[src/rtl/ccrr_pkg.sv]
`timescale 1ns / 1ps
// ----------------------------------------------------------------------------
// ccrr_pkg: shared definitions for the CRC checked record ring
// Sizes, response codes, controller states, the command and status bundles
// between controller and datapath, and the byte-wise CRC-32 update.
// ----------------------------------------------------------------------------
package ccrr_pkg;

  localparam int RECORD_BYTES = 32;
  localparam int SLOT_COUNT   = 4;

  localparam int MEM_DEPTH = SLOT_COUNT * RECORD_BYTES;
  localparam int ADDR_W    = $clog2(MEM_DEPTH);
  localparam int SLOT_W    = $clog2(SLOT_COUNT);
  localparam int IDX_W     = (RECORD_BYTES > 1) ? $clog2(RECORD_BYTES) : 1;
  localparam int CNT_W     = $clog2(RECORD_BYTES + 1);

  localparam logic [31:0] CRC_INIT = 32'hffff_ffff;
  localparam logic [31:0] CRC_POLY = 32'hedb8_8320;

  typedef enum logic [1:0] {
    RSP_OK      = 2'd0,
    RSP_TOO_OLD = 2'd1,
    RSP_BAD_CRC = 2'd2,
    RSP_PUT     = 2'd3
  } rsp_code_t;

  typedef enum logic [3:0] {
    S_CLEAR,
    S_IDLE,
    S_FILL,
    S_EMIT,
    S_AGE,
    S_CHK,
    S_FOLD,
    S_CMP,
    S_STR_RD,
    S_STR_LD
  } state_t;

  typedef struct packed {
    logic      clr_step;
    logic      put_byte;
    logic      fill_byte;
    logic      get_start;
    logic      retry;
    logic      chk_rd;
    logic      str_rd;
    logic      idx_clr;
    logic      out_stream;
    logic      out_code;
    rsp_code_t code;
  } dp_cmd_t;

  typedef struct packed {
    logic clr_done;
    logic put_full;
    logic idx_last;
    logic too_old;
    logic crc_ok;
    logic out_free;
  } dp_stat_t;

  function automatic logic [31:0] crc_byte(input logic [31:0] acc, input logic [7:0] b);
    logic [31:0] a;
    a = acc ^ {24'd0, b};
    for (int k = 0; k < 8; k++) begin
      a = a[0] ? ((a >> 1) ^ CRC_POLY) : (a >> 1);
    end
    return a;
  endfunction

  function automatic logic [ADDR_W-1:0] slot_addr(input logic [SLOT_W-1:0] slot,
                                                  input logic [IDX_W-1:0] idx);
    return ADDR_W'(slot) * ADDR_W'(RECORD_BYTES) + ADDR_W'(idx);
  endfunction

endpackage

[src/rtl/ccrr_if.sv]
`timescale 1ns / 1ps
// ----------------------------------------------------------------------------
// ccrr_if: request and response channels of the CRC checked record ring
// Valid/ready channels; a transfer happens when valid and ready are both high.
// ----------------------------------------------------------------------------
interface ccrr_req_if;
  logic        valid;
  logic        ready;
  logic        op;
  logic [7:0]  data_byte;
  logic        last_byte;
  logic [31:0] now_sec;
  logic [31:0] max_age_sec;

  modport source (output valid, op, data_byte, last_byte, now_sec, max_age_sec,
                  input ready);
  modport sink (input valid, op, data_byte, last_byte, now_sec, max_age_sec,
                output ready);
endinterface

interface ccrr_rsp_if;
  logic       valid;
  logic       ready;
  logic [7:0] out_byte;
  logic       out_last;
  logic [1:0] status;

  modport source (output valid, out_byte, out_last, status, input ready);
  modport sink (input valid, out_byte, out_last, status, output ready);
endinterface

[src/rtl/ccrr_ram.sv]
`timescale 1ns / 1ps
// ----------------------------------------------------------------------------
// ccrr_ram: generic single-write, single-read RAM
// One write port and one read port with registered read data.
// ----------------------------------------------------------------------------
module ccrr_ram #(
  parameter int WIDTH = 8,
  parameter int DEPTH = 128
) (
  input  logic                     clk,
  input  logic                     we,
  input  logic [$clog2(DEPTH)-1:0] waddr,
  input  logic [WIDTH-1:0]         wdata,
  input  logic                     re,
  input  logic [$clog2(DEPTH)-1:0] raddr,
  output logic [WIDTH-1:0]         rdata
);

  logic [WIDTH-1:0] mem [DEPTH];

  always_ff @(posedge clk) begin
    if (we) begin
      mem[waddr] <= wdata;
    end
    if (re) begin
      rdata <= mem[raddr];
    end
  end

endmodule

[src/rtl/ccrr_datapath.sv]
`timescale 1ns / 1ps
// ----------------------------------------------------------------------------
// ccrr_datapath: storage and arithmetic of the record ring
// Payload RAM, slot timestamps and CRCs, the put CRC accumulator, the check
// CRC engine, the age compare and the response register.
// ----------------------------------------------------------------------------
module ccrr_datapath
  import ccrr_pkg::*;
(
  input  logic                clk,
  input  logic                rst,
  input  ccrr_pkg::dp_cmd_t   cmd,
  output ccrr_pkg::dp_stat_t  stat,
  input  logic [7:0]          data_byte,
  input  logic [31:0]         now_sec,
  input  logic [31:0]         max_age_sec,
  output logic                out_valid,
  input  logic                out_ready,
  output logic [7:0]          out_byte,
  output logic                out_last,
  output logic [1:0]          status
);

  logic [31:0]       ts   [SLOT_COUNT];
  logic [31:0]       crcs [SLOT_COUNT];
  logic [SLOT_W-1:0] newest;
  logic [SLOT_W-1:0] target;
  logic [SLOT_W-1:0] cur;
  logic [SLOT_W-1:0] prev;
  logic [31:0]       put_acc;
  logic [31:0]       put_acc_next;
  logic [CNT_W-1:0]  put_cnt;
  logic [31:0]       put_now;
  logic [31:0]       now_q;
  logic [31:0]       limit_q;
  logic [CNT_W-1:0]  idx;
  logic [31:0]       chk_acc;
  logic              fold;
  logic [ADDR_W-1:0] clr_addr;
  logic              put_write;
  logic              commit;
  logic [7:0]        wbyte;
  logic              ram_we;
  logic [ADDR_W-1:0] ram_waddr;
  logic [7:0]        ram_wdata;
  logic              ram_re;
  logic [7:0]        ram_rdata;

  always_comb begin
    target = (newest == SLOT_W'(SLOT_COUNT - 1)) ? '0 : newest + 1'b1;
    prev   = (cur == '0) ? SLOT_W'(SLOT_COUNT - 1) : cur - 1'b1;
  end

  // A put byte or a zero fill byte goes into the slot after the newest one.
  assign put_write    = cmd.put_byte | cmd.fill_byte;
  assign wbyte        = cmd.put_byte ? data_byte : 8'd0;
  assign put_acc_next = crc_byte(put_acc, wbyte);
  assign commit       = put_write && (put_cnt == CNT_W'(RECORD_BYTES - 1));

  always_comb begin
    ram_we    = cmd.clr_step | put_write;
    ram_waddr = cmd.clr_step ? clr_addr : slot_addr(target, put_cnt[IDX_W-1:0]);
    ram_wdata = cmd.clr_step ? 8'd0 : wbyte;
    ram_re    = cmd.chk_rd | cmd.str_rd;
  end

  ccrr_ram #(
    .WIDTH (8),
    .DEPTH (MEM_DEPTH)
  ) u_ram (
    .clk   (clk),
    .we    (ram_we),
    .waddr (ram_waddr),
    .wdata (ram_wdata),
    .re    (ram_re),
    .raddr (slot_addr(cur, idx[IDX_W-1:0])),
    .rdata (ram_rdata)
  );

  // Put side: accumulator, fill count and commit of the slot metadata.
  always_ff @(posedge clk) begin
    if (rst) begin
      put_acc <= CRC_INIT;
      put_cnt <= '0;
      newest  <= '0;
      for (int s = 0; s < SLOT_COUNT; s++) begin
        ts[s]   <= '0;
        crcs[s] <= '0;
      end
    end else if (put_write) begin
      if (commit) begin
        ts[target]   <= cmd.put_byte ? now_sec : put_now;
        crcs[target] <= ~put_acc_next;
        newest       <= target;
        put_acc      <= CRC_INIT;
        put_cnt      <= '0;
      end else begin
        put_acc <= put_acc_next;
        put_cnt <= put_cnt + 1'b1;
      end
    end
  end

  always_ff @(posedge clk) begin
    if (cmd.put_byte) begin
      put_now <= now_sec;
    end
  end

  always_ff @(posedge clk) begin
    if (rst) begin
      clr_addr <= '0;
    end else if (cmd.clr_step) begin
      clr_addr <= clr_addr + 1'b1;
    end
  end

  // Get side: slot pointer, byte index and the check CRC engine. Read data
  // comes from the registered RAM read port, so folding trails the read issue.
  always_ff @(posedge clk) begin
    if (rst) begin
      fold <= 1'b0;
    end else begin
      fold <= cmd.chk_rd;
    end
  end

  always_ff @(posedge clk) begin
    if (cmd.get_start) begin
      now_q   <= now_sec;
      limit_q <= max_age_sec;
      cur     <= newest;
    end else if (cmd.retry) begin
      cur <= prev;
    end

    if (cmd.get_start || cmd.retry || cmd.idx_clr) begin
      idx <= '0;
    end else if (cmd.chk_rd || cmd.out_stream) begin
      idx <= idx + 1'b1;
    end

    if (cmd.get_start || cmd.retry) begin
      chk_acc <= CRC_INIT;
    end else if (fold) begin
      chk_acc <= crc_byte(chk_acc, ram_rdata);
    end
  end

  // Response register.
  always_ff @(posedge clk) begin
    if (rst) begin
      out_valid <= 1'b0;
    end else if (cmd.out_stream || cmd.out_code) begin
      out_valid <= 1'b1;
    end else if (out_ready) begin
      out_valid <= 1'b0;
    end
  end

  always_ff @(posedge clk) begin
    if (cmd.out_stream) begin
      out_byte <= ram_rdata;
      out_last <= stat.idx_last;
      status   <= RSP_OK;
    end else if (cmd.out_code) begin
      out_byte <= 8'd0;
      out_last <= 1'b1;
      status   <= cmd.code;
    end
  end

  always_comb begin
    stat.clr_done = (clr_addr == ADDR_W'(MEM_DEPTH - 1));
    stat.put_full = (put_cnt == CNT_W'(RECORD_BYTES - 1));
    stat.idx_last = (idx == CNT_W'(RECORD_BYTES - 1));
    stat.too_old  = (now_q - ts[cur]) > limit_q;
    stat.crc_ok   = (~chk_acc == crcs[cur]);
    stat.out_free = ~out_valid | out_ready;
  end

endmodule

[src/rtl/ccrr_ctrl.sv]
`timescale 1ns / 1ps
// ----------------------------------------------------------------------------
// ccrr_ctrl: sequencer of the record ring
// Runs the clearing pass, puts with zero fill, the age and CRC checks with
// one retry, and the streaming of a record or a single status response.
// ----------------------------------------------------------------------------
module ccrr_ctrl
  import ccrr_pkg::*;
(
  input  logic                clk,
  input  logic                rst,
  input  logic                req_valid,
  output logic                req_ready,
  input  logic                op,
  input  logic                last_byte,
  input  ccrr_pkg::dp_stat_t  stat,
  output ccrr_pkg::dp_cmd_t   cmd
);

  state_t    state;
  state_t    state_next;
  rsp_code_t code;
  rsp_code_t code_next;
  logic      retried;
  logic      retried_next;
  logic      take;

  assign req_ready = (state == S_IDLE);
  assign take      = req_valid && req_ready;

  always_ff @(posedge clk) begin
    if (rst) begin
      state   <= S_CLEAR;
      code    <= RSP_OK;
      retried <= 1'b0;
    end else begin
      state   <= state_next;
      code    <= code_next;
      retried <= retried_next;
    end
  end

  always_comb begin
    state_next = state;
    case (state)
      S_CLEAR: begin
        if (stat.clr_done) state_next = S_IDLE;
      end
      S_IDLE: begin
        if (take) begin
          if (op) begin
            state_next = S_AGE;
          end else if (stat.put_full) begin
            state_next = S_EMIT;
          end else if (last_byte) begin
            state_next = S_FILL;
          end
        end
      end
      S_FILL: begin
        if (stat.put_full) state_next = S_EMIT;
      end
      S_EMIT: begin
        if (stat.out_free) state_next = S_IDLE;
      end
      S_AGE: begin
        state_next = stat.too_old ? S_EMIT : S_CHK;
      end
      S_CHK: begin
        if (stat.idx_last) state_next = S_FOLD;
      end
      S_FOLD: begin
        state_next = S_CMP;
      end
      S_CMP: begin
        if (stat.crc_ok) begin
          state_next = S_STR_RD;
        end else if (retried) begin
          state_next = S_EMIT;
        end else begin
          state_next = S_AGE;
        end
      end
      S_STR_RD: begin
        state_next = S_STR_LD;
      end
      S_STR_LD: begin
        if (stat.out_free) state_next = stat.idx_last ? S_IDLE : S_STR_RD;
      end
      default: state_next = S_IDLE;
    endcase
  end

  always_comb begin
    cmd          = '0;
    cmd.code     = code;
    code_next    = code;
    retried_next = retried;
    case (state)
      S_CLEAR: cmd.clr_step = 1'b1;
      S_IDLE: begin
        if (take) begin
          if (op) begin
            cmd.get_start = 1'b1;
            retried_next  = 1'b0;
          end else begin
            cmd.put_byte = 1'b1;
            code_next    = RSP_PUT;
          end
        end
      end
      S_FILL: cmd.fill_byte = 1'b1;
      S_EMIT: cmd.out_code = stat.out_free;
      S_AGE: begin
        if (stat.too_old) code_next = RSP_TOO_OLD;
      end
      S_CHK: cmd.chk_rd = 1'b1;
      S_CMP: begin
        if (stat.crc_ok) begin
          cmd.idx_clr = 1'b1;
        end else if (retried) begin
          code_next = RSP_BAD_CRC;
        end else begin
          cmd.retry    = 1'b1;
          retried_next = 1'b1;
        end
      end
      S_STR_RD: cmd.str_rd = 1'b1;
      S_STR_LD: cmd.out_stream = stat.out_free;
      default: ;
    endcase
  end

endmodule

[src/rtl/crc_checked_record_ring.sv]
`timescale 1ns / 1ps
// ----------------------------------------------------------------------------
// crc_checked_record_ring: ring of fixed-size records guarded by CRC-32
// Puts stream bytes into the slot after the newest one; gets return the newest
// record, or the prior one after a bad CRC, if young and CRC-good; else a status.
// ----------------------------------------------------------------------------
//   Channel  Dir  Moves                       Request
//   req      in   op, byte, last, time, limit  one put byte or one get
//   rsp      out  byte, last, status           one response byte or status
//
// A put byte is taken in S_IDLE; a short record is zero filled in S_FILL, and
// the committing byte gets a status response from S_EMIT. A get is taken in
// S_IDLE; each slot checked (one retry at most) passes S_AGE, S_CHK over all
// RECORD_BYTES bytes, S_FOLD and S_CMP, then each byte streams through S_STR_RD
// and S_STR_LD for the registered RAM read, or one status response leaves from
// S_EMIT. After reset a clearing pass zeroes all MEM_DEPTH (128) payload RAM
// bytes before the first request is taken. Responses leave through an output
// register, so a stalled consumer only holds the block at its next response.
// ----------------------------------------------------------------------------
module crc_checked_record_ring
  import ccrr_pkg::*;
(
  input logic        clk,
  input logic        rst,
  ccrr_req_if.sink   req,
  ccrr_rsp_if.source rsp
);

  dp_cmd_t  cmd;
  dp_stat_t stat;

  ccrr_ctrl u_ctrl (
    .clk       (clk),
    .rst       (rst),
    .req_valid (req.valid),
    .req_ready (req.ready),
    .op        (req.op),
    .last_byte (req.last_byte),
    .stat      (stat),
    .cmd       (cmd)
  );

  ccrr_datapath u_datapath (
    .clk         (clk),
    .rst         (rst),
    .cmd         (cmd),
    .stat        (stat),
    .data_byte   (req.data_byte),
    .now_sec     (req.now_sec),
    .max_age_sec (req.max_age_sec),
    .out_valid   (rsp.valid),
    .out_ready   (rsp.ready),
    .out_byte    (rsp.out_byte),
    .out_last    (rsp.out_last),
    .status      (rsp.status)
  );

endmodule
[src/flat_wrapper.sv]
// flat-port wrapper written by rule: the top's interface ports become plain ports
module crc_checked_record_ring_flat import ccrr_pkg::*;
  (clk, rst, req_valid, req_op, req_data_byte, req_last_byte, req_now_sec, req_max_age_sec, req_ready, rsp_valid, rsp_out_byte, rsp_out_last, rsp_status, rsp_ready);
  ccrr_req_if req_i ();
  ccrr_rsp_if rsp_i ();
  input logic clk;
  input logic rst;
  input wire logic [$bits(req_i.valid)-1:0] req_valid;
  input wire logic [$bits(req_i.op)-1:0] req_op;
  input wire logic [$bits(req_i.data_byte)-1:0] req_data_byte;
  input wire logic [$bits(req_i.last_byte)-1:0] req_last_byte;
  input wire logic [$bits(req_i.now_sec)-1:0] req_now_sec;
  input wire logic [$bits(req_i.max_age_sec)-1:0] req_max_age_sec;
  output wire logic [$bits(req_i.ready)-1:0] req_ready;
  output wire logic [$bits(rsp_i.valid)-1:0] rsp_valid;
  output wire logic [$bits(rsp_i.out_byte)-1:0] rsp_out_byte;
  output wire logic [$bits(rsp_i.out_last)-1:0] rsp_out_last;
  output wire logic [$bits(rsp_i.status)-1:0] rsp_status;
  input wire logic [$bits(rsp_i.ready)-1:0] rsp_ready;
  assign req_i.valid = req_valid;
  assign req_i.op = req_op;
  assign req_i.data_byte = req_data_byte;
  assign req_i.last_byte = req_last_byte;
  assign req_i.now_sec = req_now_sec;
  assign req_i.max_age_sec = req_max_age_sec;
  assign req_ready = req_i.ready;
  assign rsp_valid = rsp_i.valid;
  assign rsp_out_byte = rsp_i.out_byte;
  assign rsp_out_last = rsp_i.out_last;
  assign rsp_status = rsp_i.status;
  assign rsp_i.ready = rsp_ready;
  crc_checked_record_ring u_core (.clk(clk), .rst(rst), .req(req_i), .rsp(rsp_i));
endmodule
[config.mk]
export PLATFORM = sky130hd
export DESIGN_NAME = crc_checked_record_ring_flat
export DESIGN_NICKNAME = d
export VERILOG_FILES = /design/src/rtl/ccrr_pkg.sv /design/src/rtl/ccrr_if.sv /design/src/rtl/ccrr_ram.sv /design/src/rtl/ccrr_datapath.sv /design/src/rtl/ccrr_ctrl.sv /design/src/rtl/crc_checked_record_ring.sv /design/src/flat_wrapper.sv
export SDC_FILE = /design/constraint.sdc
export NUM_CORES = 2
export LEC_CHECK = 0
export BUFFER_PORTS_ARGS = -buffer_cell sky130_fd_sc_hd__buf_2
export CAP_MARGIN = 25
export CORE_UTILIZATION = 55
export CTS_BUF_LIST = sky130_fd_sc_hd__clkbuf_16
export DETAILED_ROUTE_END_ITERATION = 16
export GPL_TIMING_DRIVEN = 0
export PLACE_DENSITY = 0.79
export SLEW_MARGIN = 5
export SYNTH_ARGS = -nofsm -noshare
export SYNTH_HDL_FRONTEND = slang
export SYNTH_HIERARCHICAL = 1
export SYNTH_SLANG_ARGS = --single-unit
export TNS_END_PERCENT = 10
[constraint.sdc]
create_clock -name clk -period 13.4 [get_ports clk]
set_clock_uncertainty 0.05 [all_clocks]
set_input_delay 2.68 -clock clk [delete_from_list [all_inputs] [get_ports clk]]
set_output_delay 2.68 -clock clk [all_outputs]
set_load 0.05 [all_outputs]
# Word-level counts from Yosys, hierarchy flattened
# Memory sizes are Yosys's and may differ from the RTL's. A register that Yosys moved wholly into a read port is not among the register bits.
# Index checks and enable logic that the tools add are counted.
# W data, S select, Z words.
[totals]
inputBits = 78
out_inout_bits = 13
n_memories = 3
register_bits = 203
mem_bits_rw = 1280
[classes]
mux = 89
n_bitwise = 25
add_sub_neg = 8
order_cmp = 1
reduce_logical = 19
eq_ne = 26
[memory_table]
columns = ["name", "words", "word_bits", "rd", "rd_ports_with_merged_regs", "write_ports", "line_no", "text"]
rows = [
  ["u_core.u_datapath.u_ram.mem", 128, 8, 1, 1, 1, "ccrr_ram.sv:19", "logic [WIDTH-1:0] mem [DEPTH];"],
  ["u_core.u_datapath.crcs", 4, 32, 1, 1, 4, "ccrr_datapath.sv:25", "logic [31:0] crcs [SLOT_COUNT];"],
  ["u_core.u_datapath.ts", 4, 32, 1, 1, 4, "ccrr_datapath.sv:24", "logic [31:0] ts [SLOT_COUNT];"],
]
[op_table]
columns = ["operator", "count"]
rows = [
  ["$mux W32", 20],
  ["$not A13 Y14", 16],
  ["$not A32 Y32", 2],
  ["$reduce_or A32 Y1", 2],
  ["$xor A32 B8 Y32", 2],
  ["$mux W4", 11],
  ["$pmux W4 S10", 1],
  ["$mux W1", 34],
  ["$eq A32 B32 Y1", 1],
  ["$gt A32 B32 Y1", 1],
  ["$mux W8", 4],
  ["$sub A32 B32 Y32", 1],
  ["$mux W2", 13],
  ["$eq A4 B3 Y1 const B", 4],
  ["$ne A2 B2 Y1 const B", 8],
  ["$add A7 B5 Y7", 2],
  ["$add A6 B1 Y6 const B", 2],
  ["$eq A6 B5 Y1 const B", 2],
  ["$eq A4 B2 Y1 const B", 2],
  ["$eq A4 B4 Y1 const B", 2],
  ["$reduce_bool A2 Y1", 4],
  ["$add A7 B1 Y7 const B", 1],
  ["$eq A7 B7 Y1 const B", 1],
  ["$mux W7", 1],
  ["other kinds (21)", 31],
]

# Logic depth before layout (Yosys ltp)
[logic_depth]
ltp_word = 24
ltp_mapped = 26
ltp_nobuf = 23

# Cells and area by module
# The synthesis kept the hierarchy.
[modules_own_cells]
columns = ["mod", "area_per_inst_um2", "n_inst", "cells_per_inst", "seq_area_each_um2"]
rows = [
  ["ccrr_ram", 39745.6, 1, 1635, 30989.7],
  ["ccrr_datapath", 21767.1, 1, 1829, 12401.9],
  ["ccrr_ctrl", 690.7, 1, 86, 140.1],
]

# Least setup slack after synthesis
# No wires, ideal clock.
[synth_timing]
path_type = "in2reg"
start = "in req_valid"
end = "mem u_core.u_datapath.u_ram.mem[0][0] (data pin)"
setup_time_ns = 0.534
cell_stages = 6
t_required_ns = 12.816
slack_ns = 7.309
arrival_ns = 5.507
cell_sequence = "nand2_1 > nor2_1 > buf_2 > buf_1 > nor2b_1 > and2_1"
[synth_lines]
columns = ["item", "line_no", "text"]
rows = [
  ["start, declared", "flat_wrapper.sv:8", "input wire logic [$bits(req_i.valid)-1:0] req_valid;"],
  ["end, declared", "ccrr_ram.sv:19", ""],
]

==> run_results.csv <==
group,metric,value,unit
cts,cts_setup_buffers,0,
critical_path,startpoint_type,"register",
logic_synthesis,synth.distinct_cells,76,
final_layout,multiInputGateArea,0.0176,mm^2
floorplan,die_w,338,um
logic_synthesis,synth-simple-area-share,5.53,%
critical_path,reg2reg_to,"u_core/u_ctrl/state[1]$_SDFFE_PP0P_",
logic_synthesis,synthesis.nets,3697,
cts,ctsRootBufferMaster,"clkbuf_16",
critical_path,path_buf_inv,5,
logic_synthesis,syn_area,0.0622,mm^2
placed_design,io_buffer_count,90,
logic_synthesis,yosysMostFrequentCell,"edfxtp_1",
logic_synthesis,synth-seq-area-share,70.0,%
final_layout,drive_above_1_share,21.5,%
global_routing,grt_max_degree,89,
cts,cts_resized,0,
placed_design,dp_hpwl,98800,um
timing,drv_slew,0,
floorplan,num_rows,123,
cts,cts.path.max_buffers,3,
logic_synthesis,synth_edf_count,1363,
global_routing,track_usage,28.0,%
final_layout,fillers,7507,
logic_synthesis,synthTopCellsByArea,"edfxtp_1, mux4_2, dfxtp_1",
cts,cts_tree,"done",
floorplan,core-area,0.112,mm^2
detailed_routing,viasPerCell,6.41,
logic_synthesis,synth_warnings,6,
cts,cts.htree.levels,4,
cts,insertion_delay,0.79,ns
logic_synthesis,synthXorXnorAreaFrac,3.60,%
critical_path,crit_fanout,10,
logic_synthesis,ys_ff_latch,1493,
critical_path,cp_top_family,"compound AO/OA/AOI/OAI gates",
placed_design,gp_congestion,0.932,
logic_synthesis,synth-compound-area-share,2.12,%
cts,cts_buffers,148,
logic_synthesis,avgSynthCellArea,17.5,um^2
detailed_routing,drc,0,
min_path,worst_hold_path.num_cells,1,
floorplan,ios,91,
logic_synthesis,synth_top_family_by_area,"multiplexers",
logic_synthesis,netlist.area_leader.share,65.8,%
critical_path,r2r_cells,26,
global_routing,grt_pass1_wl,233000,um
timing,period_minus_slack,8.11,ns
floorplan,die_area,0.114,mm^2
logic_synthesis,synth_top_area_cell,"edfxtp_1",
power_and_ir_drop,pwr-share-clk,41.9,%
detailed_routing,wl_per_cell,29.4,um
critical_path,slowest_stage,"clkbuf_1",
detailed_routing,via_count,34900,
logic_synthesis,synthAdderAreaFrac,1.40,%
power_and_ir_drop,seq_power_share,51.6,%
logic_synthesis,synth_mux_area_share,15.5,%
final_layout,seqCellArea,0.0435,mm^2
power_and_ir_drop,intPower,0.00774,W
min_path,hp-class,"register to register",
logic_synthesis,ys.flop_type,"edfxtp_1",
timing,finalSetupTns,0,ns
timing,rsz0062_at_grt,"no",
critical_path,critPathMaxStageDelay,0.75,ns
run_status,status,"complete, no violations",
critical_path,r2r_slack,5.29,ns
power_and_ir_drop,power.switching,0.00220,W
logic_synthesis,synthArstFlopShare,0,%
floorplan,floorplan.initialDensity,55.4,%
flow_run,cap_violations,0,
critical_path,arrival,8.76,ns
timing,worstMarginPinSlew,1.20,ns
cts,cts_sinks,1493,
cts,holdBufCountCts,0,
critical_path,worst_ep_required_time,14.05,ns
global_routing,antenna_found_initial,8,
detailed_routing,detail-route-antenna-nets,0,
final_layout,area_delta_synth_final,12.6,%
power_and_ir_drop,p_sw_share,22.1,%
power_and_ir_drop,p_comb_share,6.5,%
floorplan,dieHeight,338,um
timing,timing_hold_violations_final,0,
detailed_routing,drt_iter0_drc,4454,
min_path,min_to,"u_core/u_ctrl/code[1]$_SDFFE_PP0P_",
power_and_ir_drop,power.density,142,mW/mm^2
detailed_routing,drt_wl_total,160000,um
critical_path,cp-end-kind,"register",
timing,post-route-period-util,60.5,%
cts,path_clk_slew,0.06,ns
min_path,holdCritStartpoint,"u_core/u_ctrl/code[1]$_SDFFE_PP0P_",
critical_path,crit_type,"register to register",
final_layout,layout.nets,3972,
global_routing,grt_pass1_vias,34900,
power_and_ir_drop,p_leak,21.7,nW
logic_synthesis,yosys-top-cells-count,"edfxtp_1, nor2_1, mux4_2, nand2_1, xnor2_1",
timing,relSlewSlack,20.1,%
final_layout,final_cells,5449,
timing,setup_viol,0,
global_routing,grt_overflow,0,
timing,clock.fmax,0.123,GHz
logic_synthesis,synthCells,3550,
detailed_routing,dr.pass1.iters,6,
power_and_ir_drop,ir_drop,0.145,mV
placed_design,placed_cells,5169,
## state kept, by name, indices dropped and copies added, names as in the netlist, 8 cells and up, named ones only
signal	cells
u_core/u_datapath/put_now	32
u_core/u_datapath/put_acc	32
u_core/u_datapath/now_q	32
u_core/u_datapath/ts	128
u_core/u_datapath/chk_acc	32
u_core/u_datapath/u_ram/rdata	8
u_core/u_datapath/out_byte	8
u_core/u_datapath/limit_q	32
u_core/u_datapath/crcs	128
u_core/u_datapath/u_ram/mem	1024
## placed cells by master, fill, tap and decap left out, types with 7 or more instances in the layout
cell / count
a211oi_1: 10
a21o_1: 25
a21oi_1: 54
and2_1: 11
and2_4: 8
buf_1: 34
buf_16: 9
buf_2: 121
buf_4: 22
buf_8: 7
bufinv_16: 16
clkbuf_1: 96
clkbuf_16: 150
clkinv_1: 31
clkinv_2: 23
clkinvlp_4: 7
dfxtp_1: 130
edfxtp_1: 1363
ha_1: 68
inv_1: 136
mux2_2: 17
mux2i_1: 43
mux4_2: 400
nand2_1: 172
nand2b_1: 13
nand3_1: 38
nand4_1: 17
nor2_1: 462
nor2b_1: 17
nor3_1: 15
nor4_1: 10
o211ai_1: 8
o21a_1: 8
o21ai_0: 54
o21ai_1: 14
or3_1: 8
xnor2_1: 143
xnor2_2: 13
xor2_1: 60
xor2_2: 7
## power by group through the flow
| stage | sequential (W) | clock [W] | combinational [W] |
|---|---|---|---|
| 2_1_floorplan | 0.00521 | 0 | 0.000447 |
| 3_3_place_gp | 0.00522 | 0 | 0.000607 |
| 3_5_place_dp | 0.00523 | 0 | 0.000626 |
| 4_1_cts | 0.00513 | 0.00422 | 0.000640 |
| 5_1_grt | 0.00513 | 0.00439 | 0.000683 |
| 6_report | 0.00513 | 0.00417 | 0.000648 |
## logic make-up after synthesis
kind of cell / after synthesis
AOI/OAI and AO/OA: 212
xor gates and xnor gates: 228
adders and majority gates: 69
buffers and inverters: 282
DFF: 1493
muxes: 461
and+or+nand+nor: 805
## worst max-delay path by stage
stage	to	slack, ns	depth (start not counted)
CTS	u_core/u_ctrl/state[1]$_SDFFE_PP0P_	5.39	26
floorplan	u_core/u_datapath/u_ram/mem[0][0]$_DFFE_PP_	7.31	6
finish	u_core/u_ctrl/state[1]$_SDFFE_PP0P_	5.29	26
global placement	u_core/u_datapath/u_ram/mem[78][2]$_DFFE_PP_	4.28	7
detailed placement	u_core/u_datapath/u_ram/mem[94][3]$_DFFE_PP_	5.18	13
global route	u_core/u_ctrl/state[1]$_SDFFE_PP0P_	4.84	26
## final cells by class
cell class,instances,area share (%)
Antenna cell,3,0.0107
Buffer,175,1.08
Clock buffer,150,5.36
Clock inverter,121,1.62
Inverter,107,0.573
Multi-Input combinational cell,1775,25.1
Sequential cell,1493,62.1
Tap cell,1500,2.68
Timing Repair Buffer,125,1.45
## metal layers
metal / share of wire (%) / track usage, % / routed length, um / up-vias
met2: 49 / 45.2 / 78300 / 2320
met1: 35 / 36.0 / 56300 / 17800
li1: - / - / - / 14300
met5: 0.057 / 0 / 91 / -
met4: 5.3 / 13.8 / 8540 / 12
met3: 11 / 6.43 / 17100 / 499
## stage by stage
step                hold slack [ns]  setup slack (ns)  utilization (%)  instance area (um^2)  total power, W
finish                        0.417              5.29             62.4                 70100         0.00994
global route                  0.434              4.84             62.4                 70100          0.0102
CTS                           0.423              5.39             62.3                 70000         0.00998
detailed placement            0.410              5.18             57.9                 65100         0.00585
global placement              0.409              4.28             57.4                 64500         0.00583
floorplan                     0.390              7.31                -                 62200         0.00566
Power figures use the tool's default switching activity.
